**config.mk**
```make
export PLATFORM = sky130hd
export DESIGN_NAME = bitmap_id_allocator_top
export DESIGN_NICKNAME = d
export VERILOG_FILES = /design/src/hw/rtl/bia_pkg.sv /design/src/hw/rtl/bia_map_ram.sv /design/src/hw/rtl/bia_bit_unit.sv /design/src/hw/rtl/bitmap_id_allocator_top.sv
export VERILOG_INCLUDE_DIRS = /design/src /design/src/hw/rtl
export SDC_FILE = /design/constraint.sdc
export NUM_CORES = 2
export LEC_CHECK = 0
export BUFFER_PORTS_ARGS = -buffer_cell sky130_fd_sc_hd__buf_2
export CORE_UTILIZATION = 55
export CTS_CLUSTER_SIZE = 25
export DETAILED_ROUTE_END_ITERATION = 8
export PLACE_DENSITY = 0.71
export SLEW_MARGIN = 10
export SYNTH_ARGS = -nofsm -noshare
export SYNTH_HDL_FRONTEND = slang
export SYNTH_SLANG_ARGS = --single-unit
```
**constraint.sdc**
```tcl
create_clock -name clk -period 17 [get_ports clk]
set_input_delay 1.7 -clock clk [delete_from_list [all_inputs] [get_ports clk]]
set_output_delay 1.7 -clock clk [all_outputs]
set_load 0.005 [all_outputs]
```
**src/hw/rtl/bitmap_id_allocator_top_macros.svh**
```systemverilog
// ----------------------------------------------------------------------------
// Bitmap id allocator assertion macros
// Concurrent assertion helpers for the allocator; they compile to nothing in
// synthesis.
// ----------------------------------------------------------------------------
`ifndef BITMAP_ID_ALLOCATOR_TOP_MACROS_SVH
`define BITMAP_ID_ALLOCATOR_TOP_MACROS_SVH

`ifndef SYNTHESIS
// Assertion on an explicit clock and active-low reset.
`define BIA_ASSERT_CLK(lbl, clk_sig, rst_sig, prop, msg) \
	lbl: assert property (@(posedge clk_sig) disable iff (!rst_sig) prop) else $error(msg);
// Assertion on the block clock and reset.
`define BIA_ASSERT(lbl, prop, msg) \
	`BIA_ASSERT_CLK(lbl, clk, arst_n, prop, msg)
`else
`define BIA_ASSERT_CLK(lbl, clk_sig, rst_sig, prop, msg)
`define BIA_ASSERT(lbl, prop, msg)
`endif

`endif

```
**src/hw/rtl/bia_pkg.sv**
```systemverilog
// ----------------------------------------------------------------------------
// Bitmap id allocator package
// Beat types, status codes and bit unit types shared across the allocator.
// ----------------------------------------------------------------------------
package bia_pkg;

	localparam int ID_W = 11;

	// Opcodes of a command beat.
	localparam logic OPC_ALLOC = 1'b0;
	localparam logic OPC_FREE  = 1'b1;

	// Result status codes.
	localparam logic [1:0] ST_OK   = 2'd0;
	localparam logic [1:0] ST_FULL = 2'd1;
	localparam logic [1:0] ST_BAD  = 2'd2;

	// A freshly grown byte has every id free.
	localparam logic [7:0] ALL_FREE = 8'hff;

	typedef struct packed {
		logic            opcode;
		logic [ID_W-1:0] freed_id;
	} cmd_t;

	typedef struct packed {
		logic [ID_W-1:0] given_id;
		logic [1:0]      status;
	} res_t;

	// Operations of the shared bit unit.
	typedef enum logic {
		BU_CLR_LOW,
		BU_SET_IDX
	} bu_op_t;

	typedef struct packed {
		bu_op_t     op;
		logic [7:0] data;
		logic [2:0] idx;
	} bu_req_t;

	typedef struct packed {
		logic [7:0] data;
		logic [2:0] low_idx;
		logic       any;
	} bu_rsp_t;

endpackage

```
**src/hw/rtl/bia_map_ram.sv**
```systemverilog
// ----------------------------------------------------------------------------
// Bitmap id allocator map RAM
// Free-bit map storage: one write port and one read port with registered data.
// ----------------------------------------------------------------------------
module bia_map_ram #(
	parameter int DEPTH = 128,
	parameter int AW    = 7
) (
	input  logic          clk,
	input  logic          rd_en,
	input  logic [AW-1:0] rd_addr,
	output logic [7:0]    rd_data,
	input  logic          wr_en,
	input  logic [AW-1:0] wr_addr,
	input  logic [7:0]    wr_data
);

	logic [7:0] mem_q [DEPTH];
	logic [7:0] rd_data_q;

	// Write port.
	always_ff @(posedge clk) begin
		if (wr_en) begin
			mem_q[wr_addr] <= wr_data;
		end
	end

	// Read port; the data holds until the next read.
	always_ff @(posedge clk) begin
		if (rd_en) begin
			rd_data_q <= mem_q[rd_addr];
		end
	end

	assign rd_data = rd_data_q;

endmodule

```
**src/hw/rtl/bia_bit_unit.sv**
```systemverilog
// ----------------------------------------------------------------------------
// Bitmap id allocator bit unit
// Shared byte unit: finds and clears the lowest free bit, or sets a given bit.
// ----------------------------------------------------------------------------
module bia_bit_unit
	import bia_pkg::*;
(
	input  bu_req_t req,
	output bu_rsp_t rsp
);

	logic [2:0] low;
	logic [2:0] sel;

	// Lowest set bit; an empty byte reports bit seven.
	always_comb begin
		low = 3'd7;
		for (int i = 7; i >= 0; i--) begin
			if (req.data[i]) begin
				low = 3'(i);
			end
		end
	end

	// Clear the lowest free bit or set the requested one.
	always_comb begin
		case (req.op)
			BU_CLR_LOW: begin
				sel      = low;
				rsp.data = req.data & ~(8'd1 << sel);
			end
			BU_SET_IDX: begin
				sel      = req.idx;
				rsp.data = req.data | (8'd1 << sel);
			end
			default: begin
				sel      = low;
				rsp.data = req.data;
			end
		endcase
		rsp.low_idx = low;
		rsp.any     = |req.data;
	end

endmodule

```
**src/hw/rtl/bitmap_id_allocator_top.sv**
```systemverilog
// ----------------------------------------------------------------------------
// Bitmap id allocator
// Hands out and takes back one-based ids from a free-bit map held in a RAM,
// under a small sequencer that drives one shared bit unit.
// ----------------------------------------------------------------------------
//  Channel   Ports                  Beat taken when
//  command   start, busy, cmd       start high and busy low at a rising edge
//  result    done, result           done high, one cycle, at the edge ending it
//
//  A free goes through a check state and a write state to the result strobe;
//  a bad id is reported from the check state. An allocate reads the RAM one
//  byte a cycle down from the top of the map and stops at the first free bit.
//  A failed scan over all active bytes goes to a growth check that either reports
//  full, or grows the map by writing one new byte a cycle, GROW_BYTES bytes at most.
//  Reset needs no clearing pass: only bytes below the active count are read.
//  The receiver cannot stall; busy stays high until the result strobe.
// ----------------------------------------------------------------------------
`include "bitmap_id_allocator_top_macros.svh"

module bitmap_id_allocator_top
	import bia_pkg::*;
#(
	parameter int MAP_BYTES  = 128,
	parameter int GROW_BYTES = 32
) (
	input  logic clk,
	input  logic arst_n,
	input  logic start,
	input  cmd_t cmd,
	output logic busy,
	output logic done,
	output res_t result
);

	localparam int AW  = (MAP_BYTES > 1) ? $clog2(MAP_BYTES) : 1;
	localparam int ABW = $clog2(MAP_BYTES + 1);
	localparam int GBW = $clog2(GROW_BYTES + 1);
	localparam int GW  = ((ABW > GBW) ? ABW : GBW) + 1;
	localparam int CW  = (ABW + 3 > ID_W) ? ABW + 3 : ID_W;

	typedef enum logic [2:0] {
		S_IDLE,
		S_SCAN,
		S_FREE_CHK,
		S_FREE_WR,
		S_GROW_CHK,
		S_GROW_FILL
	} state_t;

	state_t          state_q;
	logic [ABW-1:0]  active_q;
	logic [ID_W-1:0] id_q;
	logic [AW-1:0]   rd_k_q;
	logic            more_q;
	logic            chk_v_s1;
	logic [AW-1:0]   chk_k_s1;
	logic [ABW-1:0]  new_top_q;
	logic [AW-1:0]   wr_k_q;
	logic [AW-1:0]   last_k_q;
	logic            done_q;
	res_t            result_q;

	logic            rd_en;
	logic [AW-1:0]   rd_addr;
	logic [7:0]      rd_data;
	logic            wr_en;
	logic [AW-1:0]   wr_addr;
	logic [7:0]      wr_data;
	bu_req_t         bu_req;
	bu_rsp_t         bu_rsp;

	logic [ID_W-1:0] id0;
	logic [AW-1:0]   free_k;
	logic            bad_id;
	logic            hit;
	logic [GW-1:0]   grow_sum;
	logic [ABW-1:0]  new_top;
	logic [CW-1:0]   scan_id;
	logic [CW-1:0]   grow_id;

	// Map storage.
	bia_map_ram #(
		.DEPTH (MAP_BYTES),
		.AW    (AW)
	) u_map (
		.clk     (clk),
		.rd_en   (rd_en),
		.rd_addr (rd_addr),
		.rd_data (rd_data),
		.wr_en   (wr_en),
		.wr_addr (wr_addr),
		.wr_data (wr_data)
	);

	// Shared bit unit.
	bia_bit_unit u_bit (
		.req (bu_req),
		.rsp (bu_rsp)
	);

	// Id decode and range check for a free.
	assign id0    = id_q - ID_W'(1);
	assign free_k = AW'(id0[ID_W-1:3]);
	assign bad_id = (id_q == '0) || (CW'(id_q) > CW'({active_q, 3'b000}));

	// Scan result and growth bounds.
	assign hit      = (state_q == S_SCAN) && chk_v_s1 && bu_rsp.any;
	assign grow_sum = GW'(active_q) + GW'(GROW_BYTES);
	assign new_top  = (grow_sum > GW'(MAP_BYTES)) ? ABW'(MAP_BYTES) : ABW'(grow_sum);
	assign scan_id  = CW'({chk_k_s1, bu_rsp.low_idx}) + CW'(1);
	assign grow_id  = CW'({last_k_q, 3'b000}) + CW'(1);

	// Bit unit operand selection.
	always_comb begin
		case (state_q)
			S_FREE_WR: begin
				bu_req.op   = BU_SET_IDX;
				bu_req.data = rd_data;
				bu_req.idx  = id0[2:0];
			end
			S_GROW_FILL: begin
				bu_req.op   = BU_CLR_LOW;
				bu_req.data = ALL_FREE;
				bu_req.idx  = 3'd0;
			end
			default: begin
				bu_req.op   = BU_CLR_LOW;
				bu_req.data = rd_data;
				bu_req.idx  = 3'd0;
			end
		endcase
	end

	// RAM port control.
	always_comb begin
		rd_en   = 1'b0;
		rd_addr = rd_k_q;
		wr_en   = 1'b0;
		wr_addr = chk_k_s1;
		wr_data = bu_rsp.data;
		case (state_q)
			S_SCAN: begin
				rd_en = more_q;
				wr_en = hit;
			end
			S_FREE_CHK: begin
				rd_en   = !bad_id;
				rd_addr = free_k;
			end
			S_FREE_WR: begin
				wr_en   = 1'b1;
				wr_addr = free_k;
			end
			S_GROW_FILL: begin
				wr_en   = 1'b1;
				wr_addr = wr_k_q;
				wr_data = (wr_k_q == last_k_q) ? bu_rsp.data : ALL_FREE;
			end
			default: begin
				rd_en = 1'b0;
			end
		endcase
	end

	// Sequencer with registered result.
	always_ff @(posedge clk or negedge arst_n) begin
		if (!arst_n) begin
			state_q   <= S_IDLE;
			active_q  <= '0;
			id_q      <= '0;
			rd_k_q    <= '0;
			more_q    <= 1'b0;
			chk_v_s1  <= 1'b0;
			chk_k_s1  <= '0;
			new_top_q <= '0;
			wr_k_q    <= '0;
			last_k_q  <= '0;
			done_q    <= 1'b0;
			result_q  <= '0;
		end else begin
			done_q <= 1'b0;
			case (state_q)
				S_IDLE: begin
					if (start) begin
						id_q <= cmd.freed_id;
						if (cmd.opcode == OPC_FREE) begin
							state_q <= S_FREE_CHK;
						end else if (active_q == '0) begin
							state_q <= S_GROW_CHK;
						end else begin
							rd_k_q   <= AW'(active_q - ABW'(1));
							more_q   <= 1'b1;
							chk_v_s1 <= 1'b0;
							state_q  <= S_SCAN;
						end
					end
				end
				S_SCAN: begin
					if (hit) begin
						result_q.given_id <= scan_id[ID_W-1:0];
						result_q.status   <= ST_OK;
						done_q            <= 1'b1;
						chk_v_s1          <= 1'b0;
						state_q           <= S_IDLE;
					end else if (chk_v_s1 && (chk_k_s1 == '0)) begin
						chk_v_s1 <= 1'b0;
						state_q  <= S_GROW_CHK;
					end else begin
						chk_v_s1 <= more_q;
						chk_k_s1 <= rd_k_q;
						if (more_q) begin
							if (rd_k_q == '0) begin
								more_q <= 1'b0;
							end else begin
								rd_k_q <= rd_k_q - AW'(1);
							end
						end
					end
				end
				S_FREE_CHK: begin
					if (bad_id) begin
						result_q.given_id <= '0;
						result_q.status   <= ST_BAD;
						done_q            <= 1'b1;
						state_q           <= S_IDLE;
					end else begin
						state_q <= S_FREE_WR;
					end
				end
				S_FREE_WR: begin
					result_q.given_id <= '0;
					result_q.status   <= ST_OK;
					done_q            <= 1'b1;
					state_q           <= S_IDLE;
				end
				S_GROW_CHK: begin
					if (active_q == ABW'(MAP_BYTES)) begin
						result_q.given_id <= '0;
						result_q.status   <= ST_FULL;
						done_q            <= 1'b1;
						state_q           <= S_IDLE;
					end else begin
						new_top_q <= new_top;
						wr_k_q    <= AW'(active_q);
						last_k_q  <= AW'(new_top - ABW'(1));
						state_q   <= S_GROW_FILL;
					end
				end
				S_GROW_FILL: begin
					if (wr_k_q == last_k_q) begin
						active_q          <= new_top_q;
						result_q.given_id <= grow_id[ID_W-1:0];
						result_q.status   <= ST_OK;
						done_q            <= 1'b1;
						state_q           <= S_IDLE;
					end else begin
						wr_k_q <= wr_k_q + AW'(1);
					end
				end
				default: begin
					state_q <= S_IDLE;
				end
			endcase
		end
	end

	assign busy   = (state_q != S_IDLE);
	assign done   = done_q;
	assign result = result_q;

	// Checks on the sequencer.
	`BIA_ASSERT(a_accept_busy, (start && !busy) |=> busy, "accepted command did not raise busy")
	`BIA_ASSERT(a_done_after_busy, done |-> $past(busy), "result strobe without work in flight")
	`BIA_ASSERT(a_fail_no_id, (done && (result.status != ST_OK)) |-> (result.given_id == '0), "id given on a failed request")
	`BIA_ASSERT_CLK(a_status_code, clk, arst_n, done |-> ((result.status == ST_OK) || (result.status == ST_FULL) || (result.status == ST_BAD)), "undefined status code")

endmodule

```
* After elaboration in Yosys (flattened, before gate mapping)
Memories as Yosys holds them, arrays and structs flattened. A register that Yosys moved wholly into a read port is not among the register bits.
Cells that the tools add are included.
** Storage, ports and cells
- Register bits after elaboration :: 74
- Memories :: 1
- Input port bits :: 15
- Memory bits (writable) :: 1024
- Word-level logic and storage cells :: 142
** Operators by class
- Equal/unequal tests :: 21
- Reduce and logical (&&, ||, !) cells :: 26
- $add $sub $neg :: 8
- Shift-type cells :: 2
- Magnitude comparators :: 2
- Multiplexer cells :: 62
- Bitwise logic cells :: 7
** Memory list
- u_map.mem_q :: depth 128, bits a word 8, rd ports 1, clocked after memory_dff 1, write ports 1, RTL line bia_map_ram.sv:18 : logic [7:0] mem_q [DEPTH];
** Operators with widths (number)
- 2-to-1 mux 7 bit :: 10
- case mux 13 bit (5 select lines) :: 1
- 2-to-1 mux 13 bit :: 4
- case mux 7 bit (2 select lines) :: 3
- 2-to-1 mux 3 bit :: 11
- != test 2 bit, second input constant :: 13
- 2-to-1 mux 8 bit :: 3
- case mux 12 bit (2 select lines) :: 1
- adder 10 x 1 -> 11 bit, second input constant :: 2
- subtractor 7 x 1 -> 7 bit, second input constant :: 3
- 2-to-1 mux 1 bit :: 19
- case mux 8 bit (2 select lines) :: 1
- << shifter 1 x 3 -> 8 bit, first input constant :: 2
- case mux 3 bit (5 select lines) :: 1
- logical NOT 7 bit :: 2
- greater-than comparator 11 bit :: 1
- logical NOT 11 bit :: 1
- subtractor 10 x 1 -> 10 bit, second input constant :: 1
- adder 8 x 6 -> 9 bit, second input constant :: 1
- greater-than comparator 9 x 8 -> 1 bit, second input constant :: 1
- AND reduction 3 bit :: 3
- bitwise AND 8 bit :: 1
- equality test 8 bit, second input constant :: 1
- logical NOT 8 bit :: 1
- other kinds (26) :: 41

* Longest topological paths before layout
- Depth after elaboration :: 15
- Gate-level depth with buffers :: 16
- Depth with buffers taken out :: 11

* Cells and area by module
From an unflattened synthesis, not the netlist that was laid out.
** Second synthesis, totals
- Cells, all modules :: 2269
- Area total of the unflattened synthesis :: 44954.4 um^2
** Modules (own cells, without submodules)
- bia_map_ram :: area each 39745.6 um^2, cells an instance 1635, times used 1
- bitmap_id_allocator_top :: area each 4954.8 um^2, cells an instance 595, times used 1
- bia_bit_unit :: area each 254.0 um^2, cells an instance 39, times used 1

* Least setup slack after synthesis
Ideal clock, no wire load.
- Path kind :: flip-flop to flip-flop
- Start :: register id_q[0]
- End :: memory u_map.mem_q[0][6] (data pin)
- Cell stages (with the launch flop) :: 7
- Buffers on the path :: 1
- Arrival :: 9418 ps
- Path slack :: 5787 ps
- Period minus slack after synthesis :: 11213 ps
- Path through :: dfrtp_1 clkbuf_1 inv_1 ha_1 xor2_1 nand3_1 o311ai_0
** On the way
- Word-level cells in the longest chain between the ends :: 7
** RTL lines
- from (decl) :: RTL line bitmap_id_allocator_top.sv:52 : logic [ID_W-1:0] id_q;
- from (signal assigned) :: RTL line bitmap_id_allocator_top.sv:185 : id_q <= cmd.freed_id;
- subtractor 10 x 1 -> 10 bit * :: RTL line bitmap_id_allocator_top.sv:102 : assign id0 = id_q - ID_W'(1);
- case mux 12 bit (2 select lines) * :: RTL line bitmap_id_allocator_top.sv:115 : case (state_q)
- << shifter 1 x 3 -> 8 bit * :: RTL line bia_bit_unit.sv:34 : rsp.data = req.data | (8'd1 << sel);
- bitwise OR 8 bit * :: RTL line bia_bit_unit.sv:34
- case mux 8 bit (2 select lines) * :: RTL line bia_bit_unit.sv:27 : case (req.op)
- 2-to-1 mux 8 bit :: RTL line bitmap_id_allocator_top.sv:157 : wr_data = (wr_k_q == last_k_q) ? bu_rsp.data : ALL_FREE;
- 2-to-1 mux 8 bit * :: RTL line bitmap_id_allocator_top.sv:141 : case (state_q)
- named net u_map.wr_data[6] :: RTL line bia_map_ram.sv:15 : input logic [7:0] wr_data
- to (decl) :: RTL line bia_map_ram.sv:18
The timed path passes the listed nets; every way through them passes the cells marked *.

* Worst setup path in the final report
- Start :: register state_q[0]
- End :: register u_map.rd_data_q[0] (netlist: u_map.rd_data[0]), read port of u_map.mem_q (data pin)
** On the way
- Word-level cells in the longest chain between the ends :: 2
- Elaborated cells between the ends (all ways) :: 4
- Those cells by class :: 2 x eq/ne; 2 x mux
** RTL lines
- from (decl) :: RTL line bitmap_id_allocator_top.sv:50 : state_t state_q;
- from (signal assigned) :: RTL line bitmap_id_allocator_top.sv:168 : state_q <= S_IDLE;
- from (signal assigned) :: RTL line bitmap_id_allocator_top.sv:187 : state_q <= S_FREE_CHK;
- from (signal assigned) :: RTL line bitmap_id_allocator_top.sv:189 : state_q <= S_GROW_CHK;
- equality test 3 x 2 -> 1 bit or equality test 3 x 1 -> 1 bit (tied branches) :: RTL line bitmap_id_allocator_top.sv:141
- case mux 1 bit (2 select lines) or 2-to-1 mux 7 bit (tied branches) :: RTL line bitmap_id_allocator_top.sv:141
- to (decl) :: RTL line bia_map_ram.sv:19 : logic [7:0] rd_data_q;
Parallel ways exist; a longest one is shown, timed or not.
A chain may end at the register's enable or synchronous reset.

==> impl_results.rst <==
.. list-table::
   :header-rows: 1

   * - Metric
     - Value
   * - Sequential element share of the synthesized area
     - 71.0%
   * - Buffers from clock root to sink, at most
     - 3
   * - Top cell type by total area after synthesis
     - edfxtp_1
   * - Worst Reg2Reg Path Length in Cells
     - 10
   * - Post-layout net count
     - 3575
   * - Total stage count of the critical path
     - 10
   * - Placed wire-length estimate after detailed placement
     - 68000 um
   * - Post-CTS setup buffer count
     - 0
   * - Startpoint types
     - flip-flop
   * - Type of destination of the critical path
     - flip-flop
   * - Number of sinks on the clock net
     - 1106
   * - Global-route wire length before repair
     - 178000 um
   * - Horiz. Die Dim
     - 292 um
   * - IR Drop Worst-Case VDD
     - 194 uV
   * - Start point of the critical path
     - state_q[0]$_DFFE_PN0P_
   * - Final total power
     - 10.6 mW
   * - Worst R2R Start
     - state_q[0]$_DFFE_PN0P_
   * - Detailed-route wire length
     - 119000 um
   * - Share of layout cells above drive strength 1
     - 8.01%
   * - Full die area
     - 85200 um2
   * - Via count of the first global-routing pass
     - 28300
   * - DR vias
     - 30000
   * - Total global routing track utilization
     - 27.7%
   * - Switch Pwr
     - 4.38 mW
   * - Chip height
     - 292 um
   * - CP Cell Sequence
     - or3b_1, or3_1, nand2_8, buf_12, nand2_2, o22ai_1, mux2i_1, a2111oi_1, a31oi_1, a32oi_1
   * - Leakage
     - 17.2 nW
   * - Largest net degree at the start of global routing
     - 153
   * - Final count of negative-setup-slack endpoints
     - 0
   * - Post-route DRC
     - 0
   * - Area inside the core boundary
     - 82600 um2
   * - Latest clock arrival within the worst-skew pair
     - 700 ps
   * - Number of cells produced by synthesis
     - 3573
   * - Number of top-level design ports
     - 30
   * - Slew HR
     - 9.94%
   * - Average instance area after synthesis
     - 12.9 um2
   * - Number of fillers in the final layout
     - 6102
   * - Share of the synthesized area in the top cell type
     - 67.0%
   * - Async set-reset flop share out of synthesis
     - 6.69%
   * - Largest driver fanout on the critical path
     - 152
   * - Class of the worst hold path
     - flip-flop to flip-flop
   * - Biggest cell delay along the critical path
     - 1120 ps
   * - Relative contribution of sequential cells to total power
     - 36.0%
   * - Count of hold-fix buffers inserted at cts
     - 0
   * - CP Data Arrival Time
     - 6510 ps
   * - Via-per-instance ratio
     - 6.38
   * - Starting DRC count in detailed routing
     - 3830
   * - Main synth FF type
     - edfxtp_1
   * - Slew Viols, Final
     - 0
   * - Clock root buffer
     - clkbuf_16
   * - Critical Path Slowest Stage Cell
     - a2111oi_1
   * - Total count of hold-check failures in the final report
     - 0
   * - EDFF count, synth
     - 1032
   * - Final setup TNS
     - 0 ps
   * - Netlist area before placement
     - 46200 um2
   * - Switching share of power
     - 41.3%
   * - Clock slew at the register clock pins of the worst setup and hold paths
     - 60 ps
   * - Share of total power in combinational logic
     - 41.4%
   * - Internal Power
     - 6.23 mW
   * - Overall overflow remaining after global route
     - 0
   * - Tmin final
     - 6000 ps
   * - Fmax achieved
     - 167 MHz
   * - PwrDens
     - 209 nW/um2
   * - Clk pwr share
     - 22.6%
   * - Row Count
     - 105
   * - Critical setup path kind
     - flip-flop to flip-flop
   * - CTS H-tree lvls
     - 3
   * - Count of distinct cell types in the synthesized netlist
     - 74
   * - Final clock skew
     - 29.1 ps
   * - Starting Density
     - 55.9%
   * - Number of antenna violations at the first check in global routing
     - 2
   * - Data required time at the worst endpoint
     - 17520 ps
   * - Number of stages on the worst hold path
     - 2
   * - Post-route fraction of the period consumed by the critical path
     - 35.3%
   * - TritonCTS clock tree
     - yes
   * - Post-detailed-route count of antenna-violating nets
     - 0
   * - Dominant delay contributor by cell family on the critical path
     - simple AND/OR/NAND/NOR gates
   * - Antenna Diode Count
     - 0
   * - Max-capacitance violation count
     - 0
   * - Number of synthesized register bits
     - 1106
   * - Resized Gates After CTS
     - 0
   * - Synth-to-layout area growth
     - 9.95%
   * - Most area-consuming cells after synthesis
     - edfxtp_1, nand2_1, dfrtp_1
   * - Mean routed wirelength per cell
     - 25.3 um
   * - Worst-Margin Slew
     - 1320 ps
   * - Area post-placement
     - 47300 um2
   * - Utilization of the core after routing
     - 61.5%
   * - Count of input and output buffers
     - 29
   * - CTS buffer count
     - 108
   * - Final design instance area without fill
     - 50800 um2
   * - Total number of yosys warnings
     - 0
   * - Number of buffers and inverters on the critical path
     - 1
   * - Mapped Nets
     - 3608
   * - Start point of the worst hold path
     - new_top_q[6]$_DFFE_PN0P_
   * - Final GP Congestion
     - 0.886
   * - Run status
     - completed
   * - Detailed-routing iteration count for the pre-antenna-repair pass
     - 7
   * - Setup repair after global routing missed its margin
     - no
-- cell usage after synthesis, types with 21 or more instances --
library cell	instances
a211oi_1	21
mux2i_1	151
dfrtp_1	74
mux2_2	22
nand2_1	739
a22oi_1	54
a21oi_1	233
o22ai_1	22
nor3_1	46
a31oi_1	52
inv_1	27
o21ai_0	94
clkbuf_1	103
buf_1	25
nand3_1	195
edfxtp_1	1032
nor2_1	228
buf_2	77
and3_1	42
-- flip-flops by register name (all words and copies together) (netlist names), 8 cells and up --
signal and cells:
active_q 8, id_q 11, new_top_q 8, result 13, u_map.mem_q 1024, u_map.rd_data 8
-- kinds of logic (layout without fill, tap and decap cells) --
family	count (synthesis)	count (layout)	synth area share [%]
and+or+nand+nor	1318	1318	12.1
adders and majority gates	20	20	0.541
xor gates and xnor gates	25	25	0.474
AOI/OAI and AO/OA	682	682	9.63
DFF	1106	1106	71.1
buffers and inverters	249	307	2.41
muxes	173	173	3.81
-- routing by layer --
metal  up-vias  global-route usage [%]  wire length, um
li1      13300                       -                -
met1     14900                    39.2            48300
met2      1529                    42.6            54600
met3       262                    5.72            11600
met4         2                    10.6             4490
met5         -                       0                9
-- layout by cell type (no fill, tap or decap), drive strengths merged, types with 20 or more instances in the layout --
master     n
nand2    741
clkbuf   134
clkinv    46
nor3      47
buf       79
a21oi    233
o21ai     96
nor2     228
a22oi     54
mux2      22
inv       32
ha        20
a31oi     52
o221ai    20
and3      42
nand3    195
mux2i    151
o22ai     22
edfxtp  1032
dfrtp     74
a211oi    22
-- final cells by class --
| type | instances | area (um2) | share of cell area [%] |
|---|---|---|---|
| clock buffer | 134 | 2880 | 5.67 |
| clock inverter | 67 | 677 | 1.33 |
| inverter | 27 | 101 | 0.199 |
| multi-input combinational | 2218 | 12400 | 24.4 |
| sequential | 1106 | 32800 | 64.6 |
| tap | 1070 | 1340 | 2.63 |
| timing repair buffer | 79 | 561 | 1.10 |
-- worst register-to-register path, delay by kind of cell, from the launching register on --
kind	cells	cell delay, ps
and+or+nand+nor	4	2650
AOI/OAI and AO/OA	4	1810
buffers and inverters	1	710
DFF	1	540
muxes	1	110
-- stage by stage --
stage,hold slack (ps),std cells,worst slack [ps]
after CTS,479,4701,11240
after global placement,455,4500,11060
after detailed placement,463,4500,11260
after global routing,495,4701,10730
final,476,4701,11000
after floorplan,441,3573,5790
-- path summary, 6_finish.rpt --
path                                               to  slack (ps)
min in group asynchronous         id_q[8]$_DFFE_PN0P_        1170
hold reg to reg               active_q[6]$_DFFE_PN0P_         480
max in group asynchronous     chk_k_s1[0]$_DFFE_PN0P_       15200
hold / removal                active_q[6]$_DFFE_PN0P_         480
setup / recovery           u_map.rd_data[0]$_DFFE_PP_       11000
setup reg to reg           u_map.rd_data[0]$_DFFE_PP_       11000
-- power groups by stage --
stage          combinational [mW]  sequential, mW  clock [mW]
5_1_grt                      4.68            3.83        2.52
2_1_floorplan                2.80            3.99           0
3_5_place_dp                 4.30            3.88           0
4_1_cts                      4.32            3.82        2.42
3_3_place_gp                 4.24            3.87           0
6_report                     4.39            3.82        2.40
No activity file was read; power rests on OpenSTA's default activity.
